## src/hdl/vcc_pkg.sv

```systemverilog
// ----------------------------------------------------------------------------
// vcc_pkg
// Shared constants and types for the voxel collision checker.
// ----------------------------------------------------------------------------
package vcc_pkg;

   localparam int FRAC_BITS = 16;

   localparam logic [1:0] MODE_STATE  = 2'd0;
   localparam logic [1:0] MODE_VOXEL  = 2'd1;
   localparam logic [1:0] MODE_FINISH = 2'd2;
   localparam logic [1:0] MODE_CLEAR  = 2'd3;

   localparam logic [2:0] REG_CLEARANCE = 3'd0;
   localparam logic [2:0] REG_RADIUS    = 3'd1;
   localparam logic [2:0] REG_HEIGHT    = 3'd2;
   localparam logic [2:0] REG_FRAMES    = 3'd3;
   localparam logic [2:0] REG_RATE      = 3'd4;
   localparam logic [2:0] REG_ARM       = 3'd5;

   localparam int AXIS_W = 27;

   typedef struct packed {
      logic [1:0]         mode;
      logic signed [31:0] pos_x;
      logic signed [31:0] pos_y;
      logic signed [31:0] pos_z;
      logic signed [31:0] vel_x;
      logic signed [31:0] vel_y;
      logic signed [31:0] vel_z;
      logic signed [31:0] cell_x;
      logic signed [31:0] cell_y;
      logic signed [31:0] cell_z;
      logic [23:0]        cell_size;
      logic               cell_occupied;
   } req_type;

   typedef struct packed {
      logic [19:0] clearance;
      logic [19:0] body_radius;
      logic [19:0] body_height;
      logic [7:0]  lookahead_frames;
      logic [9:0]  capture_rate;
      logic [21:0] arm_height;
   } cfg_type;

   function automatic logic [AXIS_W-1:0] axis_dist(input logic signed [31:0] pose,
                                                   input logic signed [31:0] ctr,
                                                   input logic [23:0] size);
      logic signed [33:0] d;
      logic signed [33:0] ad;
      logic signed [35:0] e;
      logic [35:0]        ae;
      d  = 34'(pose) - 34'(ctr);
      ad = d[33] ? -d : d;
      e  = 36'({ad, 1'b0}) - 36'({12'd0, size});
      ae = e[35] ? 36'(-e) : 36'(e);
      axis_dist = (ae > 36'(1 << 26)) ? AXIS_W'(1 << 26) : ae[AXIS_W-1:0];
   endfunction

endpackage

```

## src/hdl/vcc_divider.sv

```systemverilog
// ----------------------------------------------------------------------------
// vcc_divider
// Restoring divider, one quotient bit per cycle, 41-bit magnitude by 10-bit.
// ----------------------------------------------------------------------------
module vcc_divider import vcc_pkg::*; (
   input  logic        clock,
   input  logic        reset,
   input  logic        start,
   input  logic [40:0] dividend,
   input  logic [9:0]  divisor,
   output logic        done,
   output logic [40:0] quotient
);
   logic [40:0] q_ff, q_in;
   logic [10:0] r_ff, r_in;
   logic [5:0]  cnt_ff, cnt_in;
   logic        busy_ff, busy_in;
   logic        done_ff, done_in;
   logic [10:0] trial;

   always_comb begin
      q_in = q_ff;
      r_in = r_ff;
      cnt_in = cnt_ff;
      busy_in = busy_ff;
      done_in = 1'b0;
      trial = {r_ff[9:0], q_ff[40]};
      if (start) begin
         q_in = dividend;
         r_in = '0;
         cnt_in = 6'd41;
         busy_in = 1'b1;
      end else if (busy_ff) begin
         if (trial >= {1'b0, divisor}) begin
            r_in = trial - {1'b0, divisor};
            q_in = {q_ff[39:0], 1'b1};
         end else begin
            r_in = trial;
            q_in = {q_ff[39:0], 1'b0};
         end
         cnt_in = cnt_ff - 6'd1;
         if (cnt_ff == 6'd1) begin
            busy_in = 1'b0;
            done_in = 1'b1;
         end
      end
   end

   always_ff @(posedge clock) begin
      q_ff <= q_in;
      r_ff <= r_in;
      cnt_ff <= cnt_in;
      if (reset) begin
         busy_ff <= 1'b0;
         done_ff <= 1'b0;
      end else begin
         busy_ff <= busy_in;
         done_ff <= done_in;
      end
   end

   assign done = done_ff;
   assign quotient = q_ff;
endmodule

```

## config.mk

```make
export PLATFORM = sky130hd
export DESIGN_NAME = vcc_divider
export DESIGN_NICKNAME = d
export VERILOG_FILES = /design/src/hdl/vcc_pkg.sv /design/src/hdl/vcc_divider.sv
export SDC_FILE = /design/constraint.sdc
export NUM_CORES = 1
export LEC_CHECK = 0
export ABC_AREA = 1
export BUFFER_PORTS_ARGS = -buffer_cell sky130_fd_sc_hd__clkbuf_2
export CELL_PAD_IN_SITES_DETAIL_PLACEMENT = 1
export CELL_PAD_IN_SITES_GLOBAL_PLACEMENT = 1
export CORE_UTILIZATION = 35
export CTS_BUF_LIST = sky130_fd_sc_hd__clkbuf_8
export DETAILED_ROUTE_END_ITERATION = 10
export PLACE_DENSITY = 0.77
export SYNTH_ARGS = -nofsm -noshare
export SYNTH_HDL_FRONTEND = slang
export SYNTH_SLANG_ARGS = --single-unit
export TNS_END_PERCENT = 20
```

## constraint.sdc

```tcl
create_clock -name clock -period 1.7 [get_ports clock]
set_clock_uncertainty 0.05 [all_clocks]
set_input_delay 0.255 -clock clock [delete_from_list [all_inputs] [get_ports clock]]
set_output_delay 0.255 -clock clock [all_outputs]
set_load 0.01 [all_outputs]
```

# --- Word level (Yosys, flattened, before mapping) ---
# Cells that the tools add are included.
# Widths: inputs -> output; s select.
word_totals:
  wordCells: 20
  input_bits: 54
  register_bits: 59
  output_inout_bits: 42
classes:
  add_sub_neg: 2
  n_eq_ne: 1
  bitwise_logic: 1
  reduce_logical: 2
  magnitude_cmp: 1
  mux: 8
op_table:
  columns: ["op", "count"]
  rows:
  - ["$mux 41", 2]
  - ["$ge 11x10->1", 1]
  - ["$mux 10", 1]
  - ["$sub 10x10->10", 1]
  - ["$eq 6x1->1 const B", 1]
  - ["$sub 6x1->6 const B", 1]
  - ["$mux 1", 5]
  - ["$reduce_or 3->1", 1]
  - ["$reduce_bool 2->1", 1]
  - ["$not 1->1", 1]

# --- Longest topological paths before layout ---
# Gate-level depths: netlist of run 1.
logic_depth:
  word_depth: 4
  depth_mapped: 13

# --- Worst setup path after synthesis of run 1 ---
# Ideal clock, no wire load.
synth_path:
  kind: "input to register"
  startpoint: "input port start"
  endpoint: "register q_ff[0] (netlist: quotient[0]) (enable)"
  path_buffers: 1
  arrival_ps: 1445
  cell_stages: 3
  required_time_ps: 1250
  path_slack_ps: -195
  cell_sequence: "buf_2 nor2_1 inv_1"
synth_between:
  elab_chain_len: 1
synth_lines:
  columns: ["element", "line", "source"]
  rows:
  - ["start, declared", "vcc_divider.sv:8", "input logic start,"]
  - ["$reduce_bool 2->1 (no line)", null, null]
  - ["end signal, assigned", "vcc_divider.sv:50", "q_ff <= q_in;"]
  - ["end, declared", "vcc_divider.sv:14", "logic [40:0] q_ff, q_in;"]
# No other way between the ends.
# A chain may end at the register's enable or synchronous reset.

# --- Worst setup path after layout of run 1 ---
layout_path:
  startpoint: "register q_ff[40] (netlist: quotient[40])"
  endpoint: "register r_ff[6]"
layout_between:
  elab_chain_len: 2
layout_lines:
  columns: ["element", "line", "source"]
  rows:
  - ["$sub 10x10->10 / $ge 11x10->1 (equally long branches)", "vcc_divider.sv:35, vcc_divider.sv:34", null]
  - ["$mux 10 *", "vcc_divider.sv:34", "if (trial >= {1'b0, divisor}) begin"]
  - ["end signal, assigned", "vcc_divider.sv:51", "r_ff <= r_in;"]
  - ["end, declared", "vcc_divider.sv:15", "logic [10:0] r_ff, r_in;"]
# Mark *: on every way between the ends. The rest lies on a longest branch, timed or not.

==> parameters.txt, run 1 <==
Parameter                              Value

Status
  Result of the run ... finished, violations left
  Violated checks ... negative setup slack

Timing
  Number of endpoints with negative hold slack in the final report ... 0
  Fraction of the cycle the final worst path needs ... 1.040
  Min Tclk post-route ... roughly 1.8 ns
  RSZ-0062 raised after global routing ... true
  Worst slew slack as a fraction of its limit ... 0.8022
  Minimum hold slack ... around 0.043 ns
  Actual transition at the worst max-transition pin ... 0.2967 ns
  Min setup slack post-route ... -0.06771 ns
  Setup Viol. Count Final ... 6
  Maximum clock frequency ... about 570 MHz
  Final-report max-slew violation count ... 0

Critical path
  Cell family with most CP delay ... simple AND/OR/NAND/NOR gates
  Highest cell delay on the worst timing path ... roughly 0.42 ns
  Worst-path cell with the longest stage delay ... edfxtp_1
  Cell chain of the critical path ... inv_2 -> ha_4 -> inv_4 -> fa_2 -> nand3_2 -> nand2_4 -> nand2_4 -> nand3b_1 -> nand2_1 -> nand2_1 -> nand3_2 -> nand2_1
  Critical path's most frequent cell ... nand2_1
  Reg-to-reg startpoint ... quotient[40]
  Cells on worst reg2reg path ... 12
  Kind of critical path ... flop to flop
  CP Data Required Time ... 1.88 ns
  Startpoint type of the worst setup path ... flop
  Largest driver fanout on the critical path ... 3
  Capture point of the worst reg-to-reg path ... r_ff[6]
  Worst reg2reg setup slack ... -0.07 ns
  Buffers & Inverters on Critical Path ... 2
  Element type at the critical path end ... flop
  Arrival time reported for the critical path endpoint ... around 2 ns

Worst hold path
  Worst Hold Path EP ... done
  Worst min-delay path startpoint ... reset
  Hold crit path type ... primary input to flop
  Worst Hold Depth ... 2

Logic synthesis
  Post-synth ARST share ... 0
  Distinct cells, synth ... 32
  Proportion of netlist area held by the largest area contributor ... 0.3853
  Leading register cell type out of synthesis ... edfxtp_1
  Mean area per synthesized cell ... between 8 and 9 um^2
  Post-synthesis register bit count ... between 50 and 60
  Post-synth EDFFs ... between 40 and 50
  Seq/Total Area, Yosys ... 0.4980
  Instance count of the mapped netlist ... around 400
  Most area-consuming cells after synthesis ... edfxtp_1 39%, nand2_1 22%, dfxtp_1 11%, inv_1 5.1%, ha_1 4.7%
  Post-Syn Nets ... 465
  Ys Warns ... 0
  Syn Std Cell Area ... between 3000 and 4000 um^2
  Cell accounting for the most synthesized area ... edfxtp_1

Power and ir drop
  Power density over the cells ... 801.8 nW/um^2
  Leakage Power ... roughly 0.0022 uW
  Total power ... between 3000 and 4000 uW
  Largest voltage drop on the vdd net ... roughly 0.57 mV

Clocking
  Clock slew at the register clock pins of the worst setup and hold paths ... 0.07 ns
  Worst-Skew Late Latency ... approximately 0.34 ns
  Clock tree from TritonCTS ... built
  CTS Buffer Depth ... 2
  Number of buffers created by CTS ... 9
  Maximum level of the CTS H-tree ... 3
  Clock tree sinks ... between 50 and 60
  Clock root buffer ... clkbuf_8

Floorplanning
  Overall die height ... approximately 98 um
  Count of boundary I/O pins ... 96
  Die outline width ... a little under 100 um
  Starting utilization of the core area ... 0.3646
  Core box area ... between 8000 and 9000 um^2
  Placement Rows ... 34
  Total die area ... approximately 9500 um^2

Placement
  Post-DP HPWL ... around 6600 um
  Routability congestion estimate ... around 0.82
  # port buffers ... 95

Drt
  Post-route ant nets ... 0
  Post-detailed-route via-to-cell ratio ... 4.621
  DRC ... 0
  Wire length reported by the detailed router ... between 8000 and 9000 um
  DR iter-0 viols ... 77
  DRT Pass-1 Iters ... 4
  DR vias ... roughly 3000
  Post-DR wirelength/cell ... between 10 and 15 um

Global routing
  GR Overflow Total ... 0
  Initial antenna violation count ... 0
  Via count of the first global-routing pass ... a little over 3000
  Largest net degree at the start of global routing ... 29
  Global-route usage over all layers ... 0.1923
  Global-route wire length before repair ... between 10000 and 15000 um

Flow run
  Number of maximum-capacitance constraint violations ... 0

Cells and area
  Fraction of final layout cells sized beyond drive strength 1 ... 0.3396
  Layout filler cell count ... around 1100
  Diode insertion count for antenna repair ... 0
  Commonest cells after routing, fill and taps aside ... 182 x nand2_1, 95 x clkbuf_2, 42 x inv_1
  Synth-to-Final Area Change ... 35.71%
  Final nets ... 596
  Most common cell after layout, fill and taps aside ... nand2_1
[cell families after synthesis]
logic type,synth area share
AOI/OAI and AO/OA,0.03759
and+or+nand+nor,0.3242
DFF,0.4980
buffers and inverters,0.07869
adders and majority gates,0.05325
xor gates and xnor gates,0.008224
[cell type report]
class	instances	area, um^2	share of cell area
flip-flops and latches	59	1592	0.3670
multi-input cells	282	1503	0.3465
repair buffers	133	785.8	0.1812
inverters	44	171.4	0.03953
well taps	108	135.1	0.03116
clock buffers	9	123.9	0.02856
clock inverters	6	26.28	0.006059
[sequential cells by signal (all words and copies together), names as in the netlist]
| signal | cells |
|---|---|
| busy_ff | 1 |
| cnt_ff | 6 |
| done | 1 |
| quotient | 41 |
| r_ff | 10 |
[worst register-to-register path: stages, from the launching register on]
cell and delay, ns:
edfxtp_1 0.42, inv_2 0.11, ha_4 0.14, inv_4 0.04, fa_2 0.34, nand3_2 0.09, nand2_4 0.07, nand2_4 0.07
nand3b_1 0.07, nand2_1 0.09, nand2_1 0.07, nand3_2 0.06, nand2_1 0.05
[synthesized netlist by cell type (2+ instances only)]
library cell,instances
a21oi_1,6
a21oi_2,3
buf_1,2
buf_6,2
clkbuf_1,6
dfxtp_1,18
edfxtp_1,41
ha_1,12
inv_1,43
nand2_1,185
nand2_2,6
nand2_4,2
nand3_1,23
nand3b_1,7
nor2_1,12
nor2_2,4
nor3_1,4
o21ai_0,3
o21ai_1,4
xnor2_1,3
[power breakdown]
part           total (uW)  switching (uW)  internal (uW)
clock network        1040             540            496
logic                 688             381            307
registers            1750            70.4           1680
[routing by layer]
metal  up-vias  part of all wire  GRT usage
met2        70              0.50     0.3292
met4         0             0.013    0.05317
li1       1520                 -          -
met1      1361              0.44     0.2281
met5         -                 0          0
met3        11             0.054    0.06691
[worst max path at each step]
| stage | start | endpoint | cells after the start |
|---|---|---|---|
| 3_5_place_dp | quotient[40] | r_ff[6] | 12 |
| 5_1_grt | quotient[40] | r_ff[6] | 12 |
| 2_1_floorplan | quotient[40] | r_ff[8] | 12 |
| 4_1_cts | quotient[40] | r_ff[6] | 12 |
| 3_3_place_gp | quotient[40] | r_ff[6] | 12 |
| 6_report | quotient[40] | r_ff[6] | 12 |
[stage by stage]
| stage | cells | worst slack [ns] | setup TNS, ns | area (um^2) | utilization |
|---|---|---|---|---|---|
| finish | 641 | -0.06771 | -0.2290 | 4337 | 0.4949 |
| global route | 641 | -0.1814 | -1.283 | 4337 | 0.4949 |
| CTS | 639 | -0.1228 | -0.3454 | 4294 | 0.4900 |
| detailed placement | 624 | -0.2760 | -1.306 | 4026 | 0.4595 |
| global placement | 624 | -0.1938 | -0.7331 | 4026 | 0.4595 |
| floorplan | 398 | -0.06367 | -0.1716 | 3207 | - |
[timing repair]
| item | 4_1_cts | 5_1_grt |
|---|---|---|
| hold buffers | 0 | 0 |
| pin swaps | 4 | 4 |
| endpoints found under the setup margin | 11 | 11 |
| setup buffers | 0 | 2 |
| gates resized for setup | 18 | 5 |
| gates cloned | 0 | 0 |
Note: power is estimated with default switching activity, not from simulation.
==> run 2: changes to the inputs <==
--- a/config.mk
+++ b/config.mk
@@ -13,6 +13,7 @@
 export CTS_BUF_LIST = sky130_fd_sc_hd__clkbuf_8
 export DETAILED_ROUTE_END_ITERATION = 10
 export PLACE_DENSITY = 0.77
+export SKIP_LAST_GASP = 1
 export SYNTH_ARGS = -nofsm -noshare
 export SYNTH_HDL_FRONTEND = slang
 export SYNTH_SLANG_ARGS = --single-unit
==> parameters.txt, run 2 (synthesis gave the netlist of run 1 again) <==
Parameter                              Value

Status
  Result of the run ... finished, violations left
  Violated checks ... negative setup slack

Global routing
  Global-route usage over all layers ... 0.1891 (-0.003234)
  Initial antenna violation count ... 0 (unchanged)
  GR Overflow Total ... 0 (unchanged)
  Global-route wire length before repair ... 14240 um (-1.8%)
  Via count of the first global-routing pass ... 3066 (-1.1%)
  Largest net degree at the start of global routing ... 29 (unchanged)

Timing
  Setup TNS after final layout ... -0.3336 ns (-0.1047 ns)
  Fraction of the cycle the final worst path needs ... 1.047 (+0.007597)
  Setup Viol. Count Final ... 9 (+3)
  Worst slew slack as a fraction of its limit ... 0.8012 (-0.001034)
  Final-report max-slew violation count ... 0 (unchanged)
  Maximum clock frequency ... 561.6 MHz (-0.73%)
  RSZ-0062 raised after global routing ... true
  Min setup slack post-route ... -0.08062 ns (-0.01291 ns)
  Number of endpoints with negative hold slack in the final report ... 0 (unchanged)
  Min Tclk post-route ... 1.781 ns (+0.01291 ns)
  Minimum hold slack ... 0.04477 ns (+0.001377 ns)
  Actual transition at the worst max-transition pin ... 0.2983 ns (+0.001550 ns)

Critical path
  Launch point of the worst path ... r_ff[6]
  Startpoint type of the worst setup path ... flop
  Cells on worst reg2reg path ... 8 (-4)
  CP Data Required Time ... 1.82 ns (-0.06 ns)
  Arrival time reported for the critical path endpoint ... 1.90 ns (-0.05 ns)
  Capture point of the worst reg-to-reg path ... quotient[0]
  Element type at the critical path end ... flop
  Setup crit end ... quotient[0]
  Kind of critical path ... flop to flop
  Reg-to-reg startpoint ... r_ff[6]
  Largest driver fanout on the critical path ... 6 (+3)
  Worst reg2reg setup slack ... -0.08 ns (about the same)

Drt
  DR iter-0 viols ... 86 (+12%)
  DR vias ... 2965 (+0.10%)
  Wire length reported by the detailed router ... 8648 um (-1.2%)
  Post-DR wirelength/cell ... 13.49 um (-1.2%)
  Post-route ant nets ... 0 (unchanged)
  Post-detailed-route via-to-cell ratio ... 4.626 (+0.10%)
  DRT Pass-1 Iters ... 4 (unchanged)
  DRC ... 0 (unchanged)

Power and ir drop
  Switch Pwr ... 984.5 uW (-0.70%)
  Combinational group share of total power ... 0.194 (-0.004)
  Leakage Power ... 0.002242 uW (-0.20%)
  Internal Dissipation ... 2476 uW (-0.39%)
  Switching part of the total ... 0.2845 (-0.0006448)
  Largest voltage drop on the vdd net ... 0.5674 mV (about the same)
  Sequential power share ... 0.506 (+0.002)
  Power density over the cells ... 810.3 nW/um^2 (+1.1%)
  Clock share of power ... 0.299 (about the same)

Floorplanning
  Starting utilization of the core area ... 0.3646 (unchanged)
  Overall die height ... 97.55 um (unchanged)
  Die outline width ... 97.55 um (unchanged)
  Placement Rows ... 34 (unchanged)
  Core box area ... 8763 um^2 (unchanged)
  Total die area ... 9516 um^2 (unchanged)
  Count of boundary I/O pins ... 96 (unchanged)

Flow run
  Number of maximum-capacitance constraint violations ... 0 (unchanged)

Placement
  Post-DP HPWL ... 6645 um (unchanged)
  DP Worst Slack ... -0.2760 ns (unchanged)
  # port buffers ... 95 (unchanged)
  Total cell area at the placement stage ... 4026 um^2 (unchanged)
  Routability congestion estimate ... 0.8222 (unchanged)

Cells and area
  Final nets ... 596 (unchanged)
  Most common cell after layout, fill and taps aside ... nand2_1
  Diode insertion count for antenna repair ... 0 (unchanged)
  Final design utilization ... 0.4873 (-0.007567)
  Number of flip-flops under the largest register name ... 41 (unchanged)
  Post-route cell area ... 4270 um^2 (-1.5%)
  Commonest cells after routing, fill and taps aside ... 182 x nand2_1, 95 x clkbuf_2, 42 x inv_1
  Synth-to-Final Area Change ... 33.63%
  Fraction of final layout cells sized beyond drive strength 1 ... 0.3302 (-0.009381)

Worst hold path
  Hold crit path type ... primary input to flop

Clocking
  Clock root buffer ... clkbuf_8
  Clock tree sinks ... 59 (unchanged)
  Clock tree from TritonCTS ... built
  Number of buffers created by CTS ... 9 (unchanged)
  Worst-Skew Late Latency ... 0.33 ns (about the same)
  Maximum level of the CTS H-tree ... 3 (unchanged)
  Clock slew at the register clock pins of the worst setup and hold paths ... 0.07 ns (about the same)
  CTS Buffer Depth ... 2 (unchanged)
-- run 2: cell types whose count changed in the layout (fill, tap and decap cells not counted) --
cell     before  now
nand2_4       5    4
nor2_2        4    3
ha_4          8    3
nand2_2       6    7
a21oi_2       3    4
a21oi_1       6    5
ha_1          4    9
nor2_1       10   11
-- run 2: how the worst min path moves through the flow --
stage / slack, ns / depth (start not counted) / to / from
2_1_floorplan: 0.28 / 1 / done / reset
3_3_place_gp: 0.39 / 2 / done / reset
3_5_place_dp: 0.39 / 2 / busy_ff / reset
4_1_cts: 0.03 / 2 / busy_ff / reset
5_1_grt: 0.03 / 2 / busy_ff / reset
6_report: 0.04 / 2 / done / reset
-- run 2: worst max-delay path: stages, from the launching register on --
cell,delay [ns]
dfxtp_1,0.35
ha_1,0.35
nand2_2,0.07
nor2_2,0.17
inv_1,0.08
nor2_2,0.15
nor2_4,0.06
buf_4,0.15
a31oi_1,0.19
-- run 2: power by group through the flow --
stage                     sequential [uW]  combinational [uW]  clock (uW)
final                                1750                 673        1040
after global routing                 1770                 747        1140
after CTS                            1750                 667        1080
after detailed placement             1780                 652           0
after global placement               1780                 633           0
after floorplan                      1820                 288           0
-- run 2: area by class of cell --
class	instances	area, um^2
tap	108	135.1
timing repair buffer	133	785.8
inverter	44	171.4
clock buffer	9	123.9
sequential	59	1592
fill	1107	4493
clock inverter	6	26.28
multi-input combinational	282	1436
-- run 2: routing by layer --
| metal | up-vias | share of wire | GRT usage |
|---|---|---|---|
| met3 | 13 | 0.056 | 0.06835 |
| met2 | 74 | 0.49 | 0.3228 |
| met1 | 1356 | 0.44 | 0.2230 |
| li1 | 1522 | - | - |
| met5 | - | 0 | 0 |
| met4 | 0 | 0.015 | 0.05317 |
-- run 2: stage by stage --
step	power [uW]	cells
after floorplan	2109	398
after global routing	3647	641
after CTS	3495	639
final	3460	641
after detailed placement	2432	624
after global placement	2409	624
-- run 2: timing repair --
action / in CTS / in global routing
endpoints found under the setup margin: 11 / 11
buffers inserted: 0 / 2
hold buffers: 0 / 0
gates cloned: 0 / 0
pin swaps: 4 / 5
resized for setup: 9 / 8
==> run 3: changes to the inputs <==
--- a/config.mk
+++ b/config.mk
@@ -5,14 +5,15 @@
 export SDC_FILE = /design/constraint.sdc
 export NUM_CORES = 1
 export LEC_CHECK = 0
-export ABC_AREA = 1
+export ABC_AREA = 0
 export BUFFER_PORTS_ARGS = -buffer_cell sky130_fd_sc_hd__clkbuf_2
 export CELL_PAD_IN_SITES_DETAIL_PLACEMENT = 1
 export CELL_PAD_IN_SITES_GLOBAL_PLACEMENT = 1
-export CORE_UTILIZATION = 35
+export CORE_UTILIZATION = 37
 export CTS_BUF_LIST = sky130_fd_sc_hd__clkbuf_8
 export DETAILED_ROUTE_END_ITERATION = 10
-export PLACE_DENSITY = 0.77
+export MAX_ROUTING_LAYER = met4
+export PLACE_DENSITY = 0.76
 export SKIP_LAST_GASP = 1
 export SYNTH_ARGS = -nofsm -noshare
 export SYNTH_HDL_FRONTEND = slang
==> parameters.txt, run 3 <==
Parameter                              Value

Logic synthesis
  Dominant combinational cell family by area after synthesis ... multiplexers
  Post-synth ARST share ... 0 (unchanged)
  Leading register cell type out of synthesis ... edfxtp_1
  Mean area per synthesized cell ... 12.32 um^2 (+53%)
  Mux cell area share after synthesis ... 0.1850 (+0.1850)
  Syn Std Cell Area ... 3043 um^2 (-4.8%)
  Ys Warns ... 0 (unchanged)
  Post-synthesis register bit count ... 59 (unchanged)
  Adder-cell share of the synthesized area ... 0.05592 (+0.002671)
  Simple logic cell fraction of the synthesized area ... 0.09293 (-0.2313)
  Distinct cells, synth ... 37 (+16%)
  Post-synth EDFFs ... 41 (unchanged)
  Post-synthesis compound-gate area fraction ... 0.07936 (+0.04177)
  Proportion of netlist area held by the largest area contributor ... 0.4046 (+0.01933)
  Seq/Total Area, Yosys ... 0.5230 (+0.02498)
  Post-Syn Nets ... 314 (-32%)
  Most area-consuming cells after synthesis ... edfxtp_1 40%, mux2_2 15%, dfxtp_1 12%, ha_1 4.9%, mux2i_1 3.0%
  Instance count of the mapped netlist ... 247 (-38%)
  XOR/XNOR share of the synthesized area ... 0.02878 (+0.02056)
  Cell accounting for the most synthesized area ... edfxtp_1
  Commonest cells post-synth ... 41 x edfxtp_1, 41 x mux2_2, 21 x nor2_1

Drt
  Post-DR wirelength/cell ... 16.09 um (+19%)
  DRT Pass-1 Iters ... 3 (-1)
  Post-route ant nets ... 0 (unchanged)
  Post-Route M1 WL ... 3386 um (-10%)
  Post-detailed-route via-to-cell ratio ... 4.955 (+7.1%)
  Highest routed metal layer ... met4
  DR iter-0 viols ... 65 (-24%)
  DRC ... 0 (unchanged)
  Wire length reported by the detailed router ... 7914 um (-8.5%)
  Length of routed met2 wiring ... 3945 um (-7.2%)
  Detailed-routed wire length on met3 ... 371 um (-24%)
  DR vias ... 2438 (-18%)

Clocking
  Clock tree from TritonCTS ... built
  CTS Buffer Depth ... 2 (unchanged)
  Number of buffers created by CTS ... 9 (unchanged)
  Clock slew at the register clock pins of the worst setup and hold paths ... 0.07 ns (about the same)
  Maximum level of the CTS H-tree ... 3 (unchanged)
  Hold Buf Count CTS ... 0 (unchanged)
  Clock tree sinks ... 59 (unchanged)
  Worst-Skew Late Latency ... 0.34 ns (about the same)
  Clock root buffer ... clkbuf_8

Global routing
  Initial antenna violation count ... 0 (unchanged)
  Global-route wire length before repair ... 12790 um (-10%)
  Global-route usage over all layers ... 0.2040 (+0.01492)
  Via count of the first global-routing pass ... 2628 (-14%)
  Largest net degree at the start of global routing ... 25 (-14%)
  GR Overflow Total ... 0 (unchanged)

Flow run
  Number of maximum-capacitance constraint violations ... 0 (unchanged)

Status
  Violated checks ... negative setup slack
  Result of the run ... finished, violations left

Critical path
  Arrival time reported for the critical path endpoint ... 2.35 ns (+0.45 ns)
  Element type at the critical path end ... flop
  Critical path's most frequent cell ... inv_2
  Largest driver fanout on the critical path ... 2 (-4)
  Kind of critical path ... flop to flop
  Cell chain of the critical path ... inv_2 -> ha_4 -> inv_2 -> fa_2 -> a211oi_2 -> o21bai_1 -> a21oi_1 -> xnor2_1 -> and3b_1 -> nor3_2
  Startpoint type of the worst setup path ... flop
  CP Data Required Time ... 1.91 ns (+0.09 ns)
  Worst-path cell with the longest stage delay ... edfxtp_1
  Highest cell delay on the worst timing path ... 0.41 ns (+0.06 ns)

Cells and area
  Most common cell after layout, fill and taps aside ... clkbuf_2
  Footprint of the flip-flops and latches ... 1592 um^2 (unchanged)
  Multi-input logic area ... 1379 um^2 (-4.0%)
  Final nets ... 452 (-24%)
  Layout filler cell count ... 896 (-19%)
  Synth-to-Final Area Change ... 37.42%
  Commonest cells after routing, fill and taps aside ... 95 x clkbuf_2, 42 x buf_4, 41 x mux2_2, 41 x edfxtp_1, 21 x nor2_1
  Number of flip-flops under the largest register name ... 41 (unchanged)
  Diode insertion count for antenna repair ... 0 (unchanged)
  Fraction of final layout cells sized beyond drive strength 1 ... 0.5282 (+0.1980)
  Post-route cell area ... 4182 um^2 (-2.1%)

Timing
  Fraction of the cycle the final worst path needs ... 1.258 (+0.2106)
  Min Tclk post-route ... 2.139 ns (+0.3581 ns)
  Min setup slack post-route ... -0.4387 ns (-0.3581 ns)
  Setup Viol. Count Final ... 11 (+2)
  Worst slew slack as a fraction of its limit ... 0.7905 (-0.01070)
  RSZ-0062 raised after global routing ... true
  Number of endpoints with negative hold slack in the final report ... 0 (unchanged)
  Actual transition at the worst max-transition pin ... 0.3143 ns (+0.01605 ns)
  Maximum clock frequency ... 467.6 MHz (-17%)
  Final-report max-slew violation count ... 0 (unchanged)

Worst hold path
  Hold crit path type ... primary input to flop

Floorplanning
  Die outline width ... 92.69 um (-5.0%)
  Starting utilization of the core area ... 0.3878 (+0.02311)
  Core box area ... 7848 um^2 (-10%)
  Total die area ... 8591 um^2 (-9.7%)
  Count of boundary I/O pins ... 96 (unchanged)
  Placement Rows ... 32 (-5.9%)
  Overall die height ... 92.69 um (-5.0%)

Power and ir drop
  Combinational group share of total power ... 0.233 (+0.039)
  Largest voltage drop on the vdd net ... 0.7198 mV (+27%)
  Internal Dissipation ... 3050 uW (+23%)
  Sequential power share ... 0.425 (-0.081)
  Leakage Power ... 0.001866 uW (-17%)
  Clock share of power ... 0.342 (+0.043)
  Power density over the cells ... 1007 nW/um^2 (+24%)
  Total power ... 4213 uW (+22%)
  Switch Pwr ... 1162 uW (+18%)
  Switching part of the total ... 0.2759 (-0.008583)

Placement
  DP Worst Slack ... -0.4998 ns (-0.2238 ns)
  Total cell area at the placement stage ... 3938 um^2 (-2.2%)
  # port buffers ... 95 (unchanged)
  Routability congestion estimate ... 0.8561 (+4.1%)
  Post-DP HPWL ... 6012 um (-9.5%)
==> run 3: changes by cell type in the layout (fill, tap and decap cells not counted), sizes merged, moves of 9 or more <==
cell,previous run,this run
nand2b,0,10
a211oi,1,10
mux2,0,42
inv,44,15
nand2,193,7
nand3,23,4
mux2i,0,9
==> run 3: final timing paths <==
kind                startpoint      end  slack, ns  cells past startpoint
hold / removal           reset  busy_ff       0.05                      2
setup reg to reg  quotient[40]  r_ff[6]      -0.44                     10
setup / recovery  quotient[40]  r_ff[6]      -0.44                     10
hold reg to reg        r_ff[5]  r_ff[5]       0.45                      2
==> run 3: metrics by stage <==
stage	instances	hold slack [ns]	setup TNS (ns)	utilization
2_1_floorplan	247	0.2774	-9.948	-
3_3_place_gp	476	0.3893	-3.302	0.5018
3_5_place_dp	476	0.3908	-4.059	0.5018
4_1_cts	492	0.02811	-3.760	0.5316
5_1_grt	492	0.04332	-4.745	0.5328
6_report	492	0.04674	-3.621	0.5328
==> run 3: routing by layer <==
metal  track usage  vias up
li1              -     1183
met1        0.2382     1178
met2        0.3309       61
met3       0.05337       16
met4       0.09231        0
met5             -        -
==> run 3: cell families after synthesis <==
| group | Yosys count |
|---|---|
| flip-flops | 59 |
| adder cells (fa/ha/maj) | 13 |
| buffers and inverters | 24 |
| multiplexers | 51 |
| AO/OA/AOI/OAI | 33 |
| XOR/XNOR | 10 |
| AND/OR/NAND/NOR | 57 |
==> run 3: what timing repair did <==
| item | 4_1_cts | 5_1_grt |
|---|---|---|
| pin swaps | 9 | 4 |
| setup endpoints to repair | 11 | 11 |
| gates resized for setup | 2 | 2 |
| setup buffers | 0 | 0 |
==> run 3: power groups by stage <==
stage	logic, uW	clock network (uW)	registers [uW]
floorplan	508	0	1860
global placement	934	0	1810
detailed placement	969	0	1820
CTS	984	1490	1790
global route	1070	1540	1810
finish	981	1440	1790
==> run 3: final cells by class <==
type | count | area share
sequential | 59 | 0.3806
clock inverter | 7 | 0.02394
tap | 102 | 0.03052
clock buffer | 9 | 0.02962
timing repair buffer | 138 | 0.1939
inverter | 13 | 0.01167
multi-input combinational | 164 | 0.3297
==> run 3: critical path: cells and delay by family, from the launching register on <==
family,cells,cell delay [ns]
and+or+nand+nor,2,0.30
xor gates and xnor gates,1,0.14
buffers and inverters,2,0.13
DFF,1,0.41
AOI/OAI and AO/OA,3,0.56
adders and majority gates,2,0.48
